`src/hw/rtl/vau_pkg.sv`:
```
// Shared types, operation codes and saturation helper for the vector ALU.
package vau_pkg;

    // Word format
    localparam int WORD_BITS = 32;
    localparam int FRAC_BITS = 16;
    // Shifted numerator / quotient width of the divider
    localparam int NUM_BITS  = WORD_BITS + FRAC_BITS;
    // Sum of squares width and square-root remainder width
    localparam int RAD_BITS  = 2 * WORD_BITS;
    localparam int REM_BITS  = WORD_BITS + 3;
    // Wide signed width used ahead of saturation
    localparam int WIDE_BITS = 2 * WORD_BITS + 2;

    // Operation codes
    localparam logic [3:0] OP_ADD       = 4'd0;
    localparam logic [3:0] OP_SUB       = 4'd1;
    localparam logic [3:0] OP_MUL       = 4'd2;
    localparam logic [3:0] OP_DIV       = 4'd3;
    localparam logic [3:0] OP_DOT       = 4'd4;
    localparam logic [3:0] OP_CROSS     = 4'd5;
    localparam logic [3:0] OP_LENGTH    = 4'd6;
    localparam logic [3:0] OP_NORMALIZE = 4'd7;
    localparam logic [3:0] OP_EQUAL     = 4'd8;

    // Saturation bounds in the wide format
    localparam logic signed [WIDE_BITS-1:0] WORD_HI =
        $signed({{(WIDE_BITS-WORD_BITS+1){1'b0}}, {(WORD_BITS-1){1'b1}}});
    localparam logic signed [WIDE_BITS-1:0] WORD_LO = ~WORD_HI;

    typedef logic [WORD_BITS-1:0] t_word;

    typedef struct packed {
        logic [3:0] operation;
        t_word      a_x;
        t_word      a_y;
        t_word      a_z;
        t_word      b_x;
        t_word      b_y;
        t_word      b_z;
    } t_in_item;

    typedef struct packed {
        t_word r_x;
        t_word r_y;
        t_word r_z;
        logic  is_equal;
        logic  zero_divisor;
        logic  saturated;
    } t_out_item;

    // Item context carried down the whole pipeline
    typedef struct packed {
        logic [3:0]  op;
        t_word [2:0] res;
        logic        sat;
        logic        eq;
        t_word [2:0] a;
        t_word [2:0] b;
        t_word       len;
    } t_side;

    typedef struct packed {
        logic  sat;
        t_word val;
    } t_clamp;

    // Clamp a wide signed value to the word range
    function automatic t_clamp clamp_word(input logic signed [WIDE_BITS-1:0] v);
        t_clamp c;
        c.sat = 1'b0;
        c.val = v[WORD_BITS-1:0];
        if (v > WORD_HI) begin
            c.sat = 1'b1;
            c.val = WORD_HI[WORD_BITS-1:0];
        end else if (v < WORD_LO) begin
            c.sat = 1'b1;
            c.val = WORD_LO[WORD_BITS-1:0];
        end
        return c;
    endfunction

endpackage

```
`src/hw/rtl/vau_div_step.sv`:
```
// One registered restoring-division step for all three lanes: one quotient bit each.
module vau_div_step import vau_pkg::*; (
    input  logic                      i_clk,
    input  logic                      i_rst_n,
    input  logic                      i_en,
    input  logic                      i_valid,
    input  logic [2:0][WORD_BITS-1:0] i_d,
    input  logic [2:0][NUM_BITS-1:0]  i_nq,
    input  logic [2:0][WORD_BITS-1:0] i_rem,
    input  t_side                     i_side,
    output logic                      o_valid,
    output logic [2:0][WORD_BITS-1:0] o_d,
    output logic [2:0][NUM_BITS-1:0]  o_nq,
    output logic [2:0][WORD_BITS-1:0] o_rem,
    output t_side                     o_side
);

    logic [WORD_BITS:0]            w_cat [3];
    logic [WORD_BITS:0]            w_diff [3];
    logic [2:0]                    w_ge;
    logic [2:0][NUM_BITS-1:0]      n_nq;
    logic [2:0][WORD_BITS-1:0]     n_rem;

    logic                          r_valid;
    logic [2:0][WORD_BITS-1:0]     r_d;
    logic [2:0][NUM_BITS-1:0]      r_nq;
    logic [2:0][WORD_BITS-1:0]     r_rem;
    t_side                         r_side;

    // Shift in the next numerator bit, subtract when it fits
    always_comb begin
        for (int k = 0; k < 3; k++) begin
            w_cat[k]  = {i_rem[k], i_nq[k][NUM_BITS-1]};
            w_diff[k] = w_cat[k] - {1'b0, i_d[k]};
            w_ge[k]   = (w_cat[k] >= {1'b0, i_d[k]});
            n_rem[k]  = w_ge[k] ? w_diff[k][WORD_BITS-1:0] : w_cat[k][WORD_BITS-1:0];
            n_nq[k]   = {i_nq[k][NUM_BITS-2:0], w_ge[k]};
        end
    end

    always_ff @(posedge i_clk) begin
        if (!i_rst_n) begin
            r_valid <= 1'b0;
        end else if (i_en) begin
            r_valid <= i_valid;
        end
    end

    always_ff @(posedge i_clk) begin
        if (i_en) begin
            r_d    <= i_d;
            r_nq   <= n_nq;
            r_rem  <= n_rem;
            r_side <= i_side;
        end
    end

    assign o_valid = r_valid;
    assign o_d     = r_d;
    assign o_nq    = r_nq;
    assign o_rem   = r_rem;
    assign o_side  = r_side;

endmodule

```
`config.mk`:
```
export PLATFORM = sky130hd
export DESIGN_NAME = vau_div_step
export DESIGN_NICKNAME = d
export VERILOG_FILES = /design/src/hw/rtl/vau_pkg.sv /design/src/hw/rtl/vau_div_step.sv
export SDC_FILE = /design/constraint.sdc
export NUM_CORES = 1
export LEC_CHECK = 0
export BUFFER_PORTS_ARGS = -buffer_cell sky130_fd_sc_hd__buf_2
export CAP_MARGIN = 20
export CELL_PAD_IN_SITES_DETAIL_PLACEMENT = 1
export CELL_PAD_IN_SITES_GLOBAL_PLACEMENT = 2
export CORE_AREA = 2 2 521 523
export CTS_CLUSTER_DIAMETER = 200
export DETAILED_ROUTE_END_ITERATION = 8
export DIE_AREA = 0 0 523 525
export PLACE_DENSITY_LB_ADDON = 0.05
export SYNTH_ARGS = -nofsm -noshare
export SYNTH_HDL_FRONTEND = slang
export SYNTH_SLANG_ARGS = --single-unit
export TNS_END_PERCENT = 5
```
`constraint.sdc`:
```
create_clock -name i_clk -period 3.8 [get_ports i_clk]
set_input_delay 0.19 -clock i_clk [delete_from_list [all_inputs] [get_ports i_clk]]
set_output_delay 0.19 -clock i_clk [all_outputs]
set_load 0.01 [all_outputs]
```
-- Word-level counts from Yosys, hierarchy flattened
Index checks and enable logic that the tools add are counted.
- logic and storage cells: 32
- flip-flop bits (word level): 663
- output and inout port bits: 663
- input bits: 666
- muxes and demuxes: 3
- magnitude comparators: 3
- add/sub/neg operators: 3
- operators by type and width (kind ; count):
    >= comparator 33 x 32 -> 1 bit ; 3
    2-to-1 mux 32 bit ; 3
    subtractor 32 bit ; 3

-- Depth between registers and ports, before layout
- depth after elaboration: 2
- mapped depth: 13
- mapped depth without buffers: 11

-- Least setup slack after synthesis
No wires, ideal clock.
- kind: input to register
- from: in i_d[33] (netlist bit)
- to: reg r_rem (netlist bit o_rem[37]) (data pin)
- data arrival time: 2577 ps
- required time: 3540 ps
- buffers on the path: 1
- stages: 12
- path slack: 963 ps
- path through: inv_1 ha_1 nor2b_4 o31a_1 o32a_4 a221oi_4 o211ai_2 a21boi_2 or2_2 inv_2 buf_6 mux2_4
- RTL lines (item ; RTL line ; text):
    start, declared ; vau_div_step.sv:7 ; input logic [2:0][WORD_BITS-1:0] i_d,
    end signal, assigned ; vau_div_step.sv:53 ; r_rem <= n_rem;
    end, declared ; vau_div_step.sv:27 ; logic [2:0][WORD_BITS-1:0] r_rem;

==> summary.md <==
| Metric | Value |
|---|---|
| Placer's final routability congestion estimate | 0.811 |
| Mapped Area | 0.0268 mm2 |
| Ys flop type | edfxtp_1 |
| Commonest cells after routing, fill and taps aside | buf_2 (1,327), dlygate4sd3_1 (662), edfxtp_1 (662) |
| Synth cell types | between 70 and 80 |
| Met3 usage | 3.82% |
| Cell family with most CP delay | compound AO/OA/AOI/OAI gates |
| Worst Hold Launch | i_nq[65] |
| Slowest stage delay, CP | 0.52 ns |
| GRT Total Usage | about 14% |
| DP Wirelength | 165,000 um |
| Final setup viols | 0 |
| Global Route met2 Usage | 26.2% |
| Post-synthesis net count | 2,451 |
| Initial antenna violation count | 82 |
| Power per cell area | ~470 mW/mm2 |
| Maximum clock insertion buffer count | 3 |
| Drt total wl | 194,000 um |
| Worst-skew pair later-pin latency | roughly 0.67 ns |
| Crit Path Max Fanout | 12 |
| Most common cell after layout, fill and taps aside | buf_2 |
| Final Slew Violations | 0 |
| Min-Delay Path Class | primary input to flop |
| Async SR Flop Fraction | 0% |
| Cells along the critical path | dlygate4sd3_1, buf_2, inv_1, ha_1, nor2b_4, o31a_1, o32a_4, a221oi_4, o211ai_2, a21boi_2, or2_2, inv_2, buf_12, mux2_4 |
| Core area | approximately 0.27 mm2 |
| Clk pin slew, worst setup/hold paths | 0.06 ns |
| Fin. Hold Viols | 0 |
| Final period util | 87.0% |
| Io pins | about 1,300 |
| WL per Instance | 25.9 um |
| Maximum Capacitance Violations | 0 |
| Layout cells sized above 1 | 40.6% |
| Clk_skew | 0 ns |
| Critical path arrival | between 3 and 4 ns |
| DP Area | 0.0383 mm2 |
| Static leakage | 19.6 nW |
| # fillers | 30,593 |
| Crit path buf inv count | 5 |
| Worst rel slew slack | a little over two fifths |
| DRC viols | 0 |
| First-pass GRT wire length | ~250,000 um |
| CTS tree | yes |
| Crit path launch | i_d[33] |
| Setup crit end kind | flop |
| Initial Util | 9.93% |
| Mapped Cells | 1,686 |
| CP required | 4.22 ns |
| Die W | 523 um |
| Vias in the first global route | 25,836 |
| Grt total ovfl | 0 |
| Warnings, synthesis | 0 |
| Largest net degree at the start of global routing | 72 |
| Synthesis-stage register bit count | 663 |
| Status | complete, no violations |
| Max rail drop VDD | 0.364 mV |
| Mean Syn Cell Area | 15.9 um2 |
| Final #Nets | 4,564 |
| Startpoint types | primary input |
| Drt first-iter violations | between 900 and 1,000 |
| Row count | 191 |
| First-pass DRT Iterations | 5 |
| Met1 Use GR | around 15% |
| Root Buffer | clkbuf_16 |
| GRT Max-Usage Layer | met2 |
| Clk sink count | 663 |
| Worst r2r src | o_valid$_SDFFE_PN0P_ |
| Setup Buffers After CTS | 0 |
| Design area | around 0.048 mm2 |
| Tmin final | 3.31 ns |
| Max Clk Rate | between 0.3 and 0.4 GHz |
| RSZ-0062 raised after global routing | false |
| Die Area | 0.275 mm2 |
| Die Y-Extent | between 500 and 600 um |
| # H-tree levels | 3 |
| Post-synth EDFFs | ~660 |
| CTS buffer count | 99 |
| DR vias | 23,572 |
| Post-DR vias/cell | 3.15 |
| Area delta synth->final | 80.6% |
| Register area share after synthesis | 74.4% |
| Fin Hold WS | 0.128 ns |
| Actual slew at the worst max-slew pin | 0.873 ns |
| Final ANT Viol Nets | 0 |
| Count of input and output buffers | 1,328 |
| Critical path class | primary input to flop |
| CP max stage cell | dlygate4sd3_1 |
| TNS Setup | 0 ns |
cells by family (layout without fill, tap and decap cells):
kind of cell,count (synthesis),after routing,synth area share (%)
compound gates,346,346,8.30
xor+xnor,75,75,2.46
fa+ha+maj,99,99,4.71
buf+inv,166,2360,2.40
flops,663,663,74.4
mux,56,56,2.60
other cells,0,36,0
simple gates,281,281,5.15
report_power, final:
| part | internal [W] | switching, W | leakage [nW] |
|---|---|---|---|
| Clock | 0.00549 | 0.00395 | 1.57 |
| Sequential | 0.00885 | 0.000238 | 6.49 |
| Combinational | 0.00178 | 0.00253 | 11.6 |
area by class of cell:
class,count,area (um2),area share (%)
diodes,36,90.1,0.186
clock buffers,119,2550,5.28
clock inverters,63,709,1.47
inverters,131,492,1.02
multi-input cells,857,6220,12.9
flip-flops and latches,663,19900,41.2
well taps,3570,4470,9.25
repair buffers,2047,13900,28.7
Yosys cell counts, types with 8 or more instances:
cell type    n  area share (%)
edfxtp_1   662              74
inv_1      130             1.8
o21ai_0     97             1.8
ha_1        96             4.5
nand2_1     85             1.2
a21oi_1     84             1.6
nor2_1      58            0.81
xnor2_1     52             1.7
a21o_1      32            0.90
clkbuf_1    29            0.41
nor3_1      27            0.51
mux2_2      25             1.1
xor2_1      23            0.75
nand3_1     22            0.41
mux2_4      19             1.1
nand4_1     19            0.44
o21a_1      18            0.51
a31oi_1     16            0.37
o21bai_1    15            0.42
nand2b_1    13            0.30
nor2b_1     12            0.28
a211oi_1    11            0.31
o211ai_1    11            0.31
o31ai_1     11            0.31
and2_1       8            0.19
metrics by stage:
step	utilization [%]	setup WS (ns)	cells	total power [W]
final	17.9	0.495	7486	0.0228
after global routing	17.9	0.325	7471	0.0240
after CTS	17.9	0.539	7450	0.0236
after detailed placement	14.2	0.303	6606	0.0131
after global placement	14.2	0.341	6606	0.0131
after floorplan	-	0.963	1686	0.0106
layer usage:
layer	routed length, um	vias to the layer above
met4	3810	20
met2	105000	843
met3	12800	219
met1	72800	11772
met5	122	-
li1	-	10718
flip-flops by register name, indices dropped and copies added, names as in the netlist:
register,count
o_valid,1
o_side,326
o_rem,96
o_nq,144
o_d,96
worst paths after layout:
check	cells past startpoint	slack (ns)	end
max	14	0.49	o_rem[46]$_DFFE_PP_
min	2	0.13	o_nq[66]$_DFFE_PP_
max reg2reg	3	2.65	o_valid$_SDFFE_PN0P_
min reg2reg	3	1.07	o_valid$_SDFFE_PN0P_
what timing repair did:
action	4_1_cts	5_1_grt
endpoints found under the hold margin	670	0
hold buffers	662	0
endpoints found under the setup margin	0	0
gates resized for setup	0	0
No activity file was read; power rests on OpenSTA's default activity.
