File: src/hw/rtl/vau_pkg.sv
// Shared types, operation codes and saturation helper for the vector ALU.
package vau_pkg;

    // Word format
    localparam int WORD_BITS = 32;
    localparam int FRAC_BITS = 16;
    // Shifted numerator / quotient width of the divider
    localparam int NUM_BITS  = WORD_BITS + FRAC_BITS;
    // Sum of squares width and square-root remainder width
    localparam int RAD_BITS  = 2 * WORD_BITS;
    localparam int REM_BITS  = WORD_BITS + 3;
    // Wide signed width used ahead of saturation
    localparam int WIDE_BITS = 2 * WORD_BITS + 2;

    // Operation codes
    localparam logic [3:0] OP_ADD       = 4'd0;
    localparam logic [3:0] OP_SUB       = 4'd1;
    localparam logic [3:0] OP_MUL       = 4'd2;
    localparam logic [3:0] OP_DIV       = 4'd3;
    localparam logic [3:0] OP_DOT       = 4'd4;
    localparam logic [3:0] OP_CROSS     = 4'd5;
    localparam logic [3:0] OP_LENGTH    = 4'd6;
    localparam logic [3:0] OP_NORMALIZE = 4'd7;
    localparam logic [3:0] OP_EQUAL     = 4'd8;

    // Saturation bounds in the wide format
    localparam logic signed [WIDE_BITS-1:0] WORD_HI =
        $signed({{(WIDE_BITS-WORD_BITS+1){1'b0}}, {(WORD_BITS-1){1'b1}}});
    localparam logic signed [WIDE_BITS-1:0] WORD_LO = ~WORD_HI;

    typedef logic [WORD_BITS-1:0] t_word;

    typedef struct packed {
        logic [3:0] operation;
        t_word      a_x;
        t_word      a_y;
        t_word      a_z;
        t_word      b_x;
        t_word      b_y;
        t_word      b_z;
    } t_in_item;

    typedef struct packed {
        t_word r_x;
        t_word r_y;
        t_word r_z;
        logic  is_equal;
        logic  zero_divisor;
        logic  saturated;
    } t_out_item;

    // Item context carried down the whole pipeline
    typedef struct packed {
        logic [3:0]  op;
        t_word [2:0] res;
        logic        sat;
        logic        eq;
        t_word [2:0] a;
        t_word [2:0] b;
        t_word       len;
    } t_side;

    typedef struct packed {
        logic  sat;
        t_word val;
    } t_clamp;

    // Clamp a wide signed value to the word range
    function automatic t_clamp clamp_word(input logic signed [WIDE_BITS-1:0] v);
        t_clamp c;
        c.sat = 1'b0;
        c.val = v[WORD_BITS-1:0];
        if (v > WORD_HI) begin
            c.sat = 1'b1;
            c.val = WORD_HI[WORD_BITS-1:0];
        end else if (v < WORD_LO) begin
            c.sat = 1'b1;
            c.val = WORD_LO[WORD_BITS-1:0];
        end
        return c;
    endfunction

endpackage

File: src/hw/rtl/vau_sqrt_step.sv
// One registered step of the integer square root: two radicand bits, one root bit.
module vau_sqrt_step import vau_pkg::*; (
    input  logic                 i_clk,
    input  logic                 i_rst_n,
    input  logic                 i_en,
    input  logic                 i_valid,
    input  logic [RAD_BITS-1:0]  i_rad,
    input  logic [REM_BITS-1:0]  i_rem,
    input  logic [WORD_BITS-1:0] i_root,
    input  t_side                i_side,
    output logic                 o_valid,
    output logic [RAD_BITS-1:0]  o_rad,
    output logic [REM_BITS-1:0]  o_rem,
    output logic [WORD_BITS-1:0] o_root,
    output t_side                o_side
);

    logic [REM_BITS-1:0]  w_cat;
    logic [REM_BITS-1:0]  w_trial;
    logic                 w_ge;
    logic [REM_BITS-1:0]  n_rem;
    logic [WORD_BITS-1:0] n_root;
    logic [RAD_BITS-1:0]  n_rad;

    logic                 r_valid;
    logic [RAD_BITS-1:0]  r_rad;
    logic [REM_BITS-1:0]  r_rem;
    logic [WORD_BITS-1:0] r_root;
    t_side                r_side;

    // Bring down two bits and try the next root bit
    always_comb begin
        w_cat   = {i_rem[WORD_BITS:0], i_rad[RAD_BITS-1 -: 2]};
        w_trial = {1'b0, i_root, 2'b01};
        w_ge    = (w_cat >= w_trial);
        n_rem   = w_ge ? (w_cat - w_trial) : w_cat;
        n_root  = {i_root[WORD_BITS-2:0], w_ge};
        n_rad   = {i_rad[RAD_BITS-3:0], 2'b00};
    end

    always_ff @(posedge i_clk) begin
        if (!i_rst_n) begin
            r_valid <= 1'b0;
        end else if (i_en) begin
            r_valid <= i_valid;
        end
    end

    always_ff @(posedge i_clk) begin
        if (i_en) begin
            r_rad  <= n_rad;
            r_rem  <= n_rem;
            r_root <= n_root;
            r_side <= i_side;
        end
    end

    assign o_valid = r_valid;
    assign o_rad   = r_rad;
    assign o_rem   = r_rem;
    assign o_root  = r_root;
    assign o_side  = r_side;

endmodule

File: config.mk
export PLATFORM = sky130hd
export DESIGN_NAME = vau_sqrt_step
export DESIGN_NICKNAME = d
export VERILOG_FILES = /design/src/hw/rtl/vau_pkg.sv /design/src/hw/rtl/vau_sqrt_step.sv
export SDC_FILE = /design/constraint.sdc
export NUM_CORES = 1
export LEC_CHECK = 0
export BUFFER_PORTS_ARGS = -buffer_cell sky130_fd_sc_hd__buf_2
export CAP_MARGIN = 20
export CELL_PAD_IN_SITES_DETAIL_PLACEMENT = 0
export CELL_PAD_IN_SITES_GLOBAL_PLACEMENT = 2
export CORE_AREA = 2 2 359 361
export DETAILED_ROUTE_END_ITERATION = 16
export DIE_AREA = 0 0 361 363
export GPL_ROUTABILITY_DRIVEN = 0
export MAX_ROUTING_LAYER = met4
export PLACE_DENSITY_LB_ADDON = 0.2
export SLEW_MARGIN = 40
export SYNTH_ARGS = -nofsm -noshare
export SYNTH_HDL_FRONTEND = slang
export SYNTH_SLANG_ARGS = --single-unit
File: constraint.sdc
create_clock -name i_clk -period 3.2 [get_ports i_clk]
set_input_delay 0.48 -clock i_clk [delete_from_list [all_inputs] [get_ports i_clk]]
set_output_delay 0.48 -clock i_clk [all_outputs]
set_load 0.02 [all_outputs]
Word level (Yosys, flattened, before mapping)
Cells that the tools add are included. W data, S select, Z words.

Output and inout port bits: 458. Input bits: 461. Word-level logic and storage cells: 20. Flip-flop bits (word level): 456.

Add/subtract/negate cells: 1. $lt $le $gt $ge: 1. Mux-type cells: 1.

Operator list (count): $ge A35 B34 Y1 (1); $mux W35 (1); $sub A35 B34 Y35 (1).

Depth between registers and ports, before layout
Depth after elaboration: 2. Gate-level depth with buffers: 14. Mapped depth without buffers: 11.

Least setup slack after synthesis
No wires, ideal clock.

Kind: input to register. Start: input i_root[0]. End: register r_rem[34], in the netlist o_rem[34], data pin. Buffers on the path: 1. Required time: 2.944 ns. Setup slack: 0.318 ns. Data arrival time: 2.626 ns. Setup time: 0.256 ns. Stages on the path: 11. Cells stage by stage: inv_1 -> ha_1 -> o211ai_1 -> o211ai_1 -> a311o_1 -> and3_1 -> or3_1 -> nand2_2 -> buf_2 -> a211oi_1 -> a31o_2.

Word-level cells in the longest chain between the ends: 2. Elaborated cells on any way between the ends: 3. Those cells by class: 1 x add/sub; 1 x order compare; 1 x mux.

RTL lines: start: declaration (RTL line vau_sqrt_step.sv:9) `input logic [WORD_BITS-1:0] i_root,`; $sub A35 B34 Y35 or $ge A35 B34 Y1 (tied branches) (RTL line vau_sqrt_step.sv:36, vau_sqrt_step.sv:35); $mux W35 (*) (RTL line vau_sqrt_step.sv:36) `n_rem = w_ge ? (w_cat - w_trial) : w_cat;`; net n_rem[34] (RTL line vau_sqrt_step.sv:21) `logic [REM_BITS-1:0] n_rem;`; end signal: assignment (RTL line vau_sqrt_step.sv:52) `r_rem <= n_rem;`; end: declaration (RTL line vau_sqrt_step.sv:27) `logic [REM_BITS-1:0] r_rem;`.

Mark *: on every way through the listed nets, which the timed path passes. The rest lies on a longest branch. A chain may end at the register's enable or synchronous reset.

Worst setup path in the final report
Start: input i_root[0]. End: register r_rem[32], in the netlist o_rem[32], data pin.

Same word-level chain as after synthesis.

==> results.sh <==
export IMPL_result_of_the_run="completed"
export IMPL_ys_seq_elements=456
export IMPL_clock_root_buffer="sky130_fd_sc_hd__clkbuf_16"
export IMPL_grt_pass1_wl_um=116000
export IMPL_core_region_area_um2=127000
export IMPL_leakage_nw=12.5
export IMPL_p_sw_share_pct=27.7
export IMPL_routed_wl_um=86200
export IMPL_criticalPathCategory="in -> reg"
export IMPL_route_vias_total=13556
export IMPL_nets=2824
export IMPL_crit_top_cell="sky130_fd_sc_hd__o211ai_1"
export IMPL_power_frac_seq_pct=41.4
export IMPL_place_detailed_hpwl_um=69500
export IMPL_synth_distinct_cells=52
export IMPL_clock_tree_htree_level_count=2
export IMPL_drive_gt1_share_pct=47.4
export IMPL_post_route_drc_count=0
export IMPL_antenna_found_initial=27
export IMPL_synth_enable_flop_cells=455
export IMPL_synthesis_yosys_warnings=0
export IMPL_die_area_um2=131000
export IMPL_holdCritPathClass="in -> reg"
export IMPL_initial_core_util_pct=12.7
export IMPL_post_synth_inst_count=858
export IMPL_netlist_area_before_placement_um2=16200
export IMPL_critPathCaptureType="register"
export IMPL_place_detailed_instances=3514
export IMPL_yosys_area_top_type_share_pct=84.6
export IMPL_largest_net_degree_at_the_start_of_global_routing=66
export IMPL_drv_cap=0
export IMPL_critical_path_arrival_ps=3620
export IMPL_report_power_total_mw=17.6
export IMPL_floorplan_die_height_um=363
export IMPL_worst_path_max_delay_cell="sky130_fd_sc_hd__dlygate4sd3_1"
export IMPL_critical_path_max_fanout=31
export IMPL_fp_dieW_um=361
export IMPL_post_route_period_util_pct=97.8
export IMPL_clock_power_share_pct=41.0
export IMPL_min_period_ps=3130
export IMPL_wire_length_on_met2_um=44400
export IMPL_placement_rows=131
export IMPL_cpPeakStageDelay_ps=530
export IMPL_crit_buf_inv=5
export IMPL_wl_per_cell_um=21.3
export IMPL_synth_largest_area_cell="sky130_fd_sc_hd__edfxtp_1"
export IMPL_area_growth_synth_to_final_pct=85.3
export IMPL_detailedRoute_firstPassIterationCount=6
export IMPL_route_detailed_vias_per_inst=3.34
export IMPL_rrSetupSlack_ps=2520
export IMPL_final_cell_count_no_fill=4057
export IMPL_power_combinational_fraction_pct=17.6
export IMPL_cts_sink_count=456
export IMPL_cts_tree="built"
export IMPL_worstMarginPinSlew_ps=533
export IMPL_cell_internal_pwr_mw=12.7
export IMPL_layout_filler_cells=13577
export IMPL_dominantRegCellSynth="sky130_fd_sc_hd__edfxtp_1"
export IMPL_power_density_nw_per_um2=589
export IMPL_synth_area_leaders="sky130_fd_sc_hd__edfxtp_1 85%, sky130_fd_sc_hd__ha_1 2.6%, sky130_fd_sc_hd__a21oi_1 1.6%"
export IMPL_rel_slew_slack_pct=64.5
export IMPL_highest_layer="met4"
export IMPL_worstPathRequired_ps=3690
export IMPL_final_cell_area_um2=29900
export IMPL_holdCritStartpoint="i_valid"
export IMPL_ys_seq_area_share_pct=84.7
export IMPL_timing_critical_path_from_type="input port"
export IMPL_overflow=0
export IMPL_finClkSkew_ps=0
export IMPL_timing_fmax_mhz=320
export IMPL_clock_path_buffers=3
export IMPL_hold_violations=0
export IMPL_buffer_ports_inserted=914
export IMPL_grt_pass1_vias=14692
export IMPL_globalRouteTotalUtil_pct=12.9
export IMPL_ioPinCount=919
export IMPL_dr_wl_met3_um=7100
export IMPL_reg2reg_from="o_valid"
export IMPL_rsz0062_at_grt="false"
export IMPL_cts_clk_slew_worst_paths_ps=60
export IMPL_power_ir_vdd_worst_mv=0.399
export IMPL_dpl_cell_area_um2=23600
export IMPL_clock_insertion_delay_worst_skew_ps=660
export IMPL_cts_made_buffers=60
export IMPL_worstPathCellList="dlygate4sd3_1 -> buf_2 -> inv_1 -> ha_1 -> o211ai_1 -> o211ai_1 -> a311o_1 -> and3_1 -> or3_1 -> nand2_2 -> inv_2 -> buf_12 -> o211a_1 -> nor3_2"
export IMPL_net_switching_power_figure_mw=4.88
export IMPL_setup_viol_count_final=0
export IMPL_drt_iter0_markers=684
export IMPL_postSynth_asyncResetShare_pct=0
export IMPL_top_delay_family_on_crit_path="buffers and inverters"
export IMPL_drt_antenna_violating_nets=0
export IMPL_finalMaxSlewViolations=0
export IMPL_detail_route_wirelength_met1_um=32700
export IMPL_syn_avg_cell_area_um2=18.8
export IMPL_timing_critical_path_from="i_root[0]"
-- what timing repair did --
item | in CTS | in global routing
hold endpoints to repair | 414 | 0
gates resized for setup | 0 | 8
hold buffers | 414 | 0
setup endpoints to repair | 0 | 9
buffers inserted | 0 | 1
-- tightest hold or removal path, cell delays in order --
cell and delay [ps]:
sky130_fd_sc_hd__buf_2 80, sky130_fd_sc_hd__mux2i_1 60, sky130_fd_sc_hd__nor2b_1 100
-- layout by cell type (no fill, tap or decap), drive strengths merged, types with 24 or more instances in the layout --
cell         instances
a21oi               51
buf               1018
clkbuf              68
clkinv              24
dlygate4sd3        414
edfxtp             455
ha                  34
inv                 40
nand2               44
nor2                43
-- Yosys cell counts (all sizes together) (3+ instances only) --
master,number
edfxtp,455
a21oi,51
nand2,44
nor2,43
inv,38
ha,34
o21ai,21
clkbuf,17
xnor2,16
a21o,14
nand3,12
xor2,12
nor3,9
a211oi,8
and3,8
nand2b,8
buf,7
nand4,7
a31oi,6
o211ai,5
o21a,4
a31o,3
and2,3
nor4,3
o21bai,3
o31ai,3
-- registers in the layout, indices dropped and copies added (netlist names) --
signal	flops
o_rad	62
o_rem	35
o_root	32
o_side	326
o_valid	1
-- per-stage QoR --
stage	utilization [%]	setup TNS (ps)	hold WS, ps	worst slack [ps]
floorplan	-	0	579	318
global placement	18.6	-1100	580	-291
detailed placement	18.6	-1370	594	-229
CTS	23.5	0	25.8	25.1
global route	23.6	0	76.4	3.28
finish	23.6	0	97.1	71.9
-- kinds of logic after synthesis --
kind of cell	synth area share (%)
flops	84.7
simple gates	4.14
other cells	0.0232
compound gates	5.13
xor+xnor	1.52
mux	0.194
fa+ha+maj	2.63
buf+inv	1.64
-- power by group through the flow --
stage | Clock (mW) | Combinational (mW) | Sequential [mW]
after CTS | 7.56 | 3.18 | 7.32
after global routing | 7.74 | 3.31 | 7.36
after global placement | 0 | 2.72 | 7.43
final | 7.22 | 3.10 | 7.31
after floorplan | 0 | 0.464 | 8.11
after detailed placement | 0 | 2.71 | 7.43
-- layout make-up --
class / instances / area [um^2] / share of cell area [%]
inverters: 38 / 143 / 0.477
clock inverters: 43 / 569 / 1.90
multi-input cells: 341 / 2250 / 7.50
clock buffers: 68 / 1530 / 5.12
flip-flops and latches: 456 / 13700 / 45.7
diodes: 17 / 42.5 / 0.142
repair buffers: 1432 / 9630 / 32.2
well taps: 1662 / 2080 / 6.95
-- routing by layer --
layer	global-route usage, %	vias up
met5	-	-
met4	3.26	0
met3	4.74	94
met2	22.7	535
met1	13.7	6649
li1	-	6278
-- final timing paths --
check | cells past startpoint | end
setup / recovery | 14 | o_rem[32]
hold / removal | 3 | o_valid
setup reg to reg | 2 | o_valid
hold reg to reg | 2 | o_valid
(Power assumes the default switching activity.)
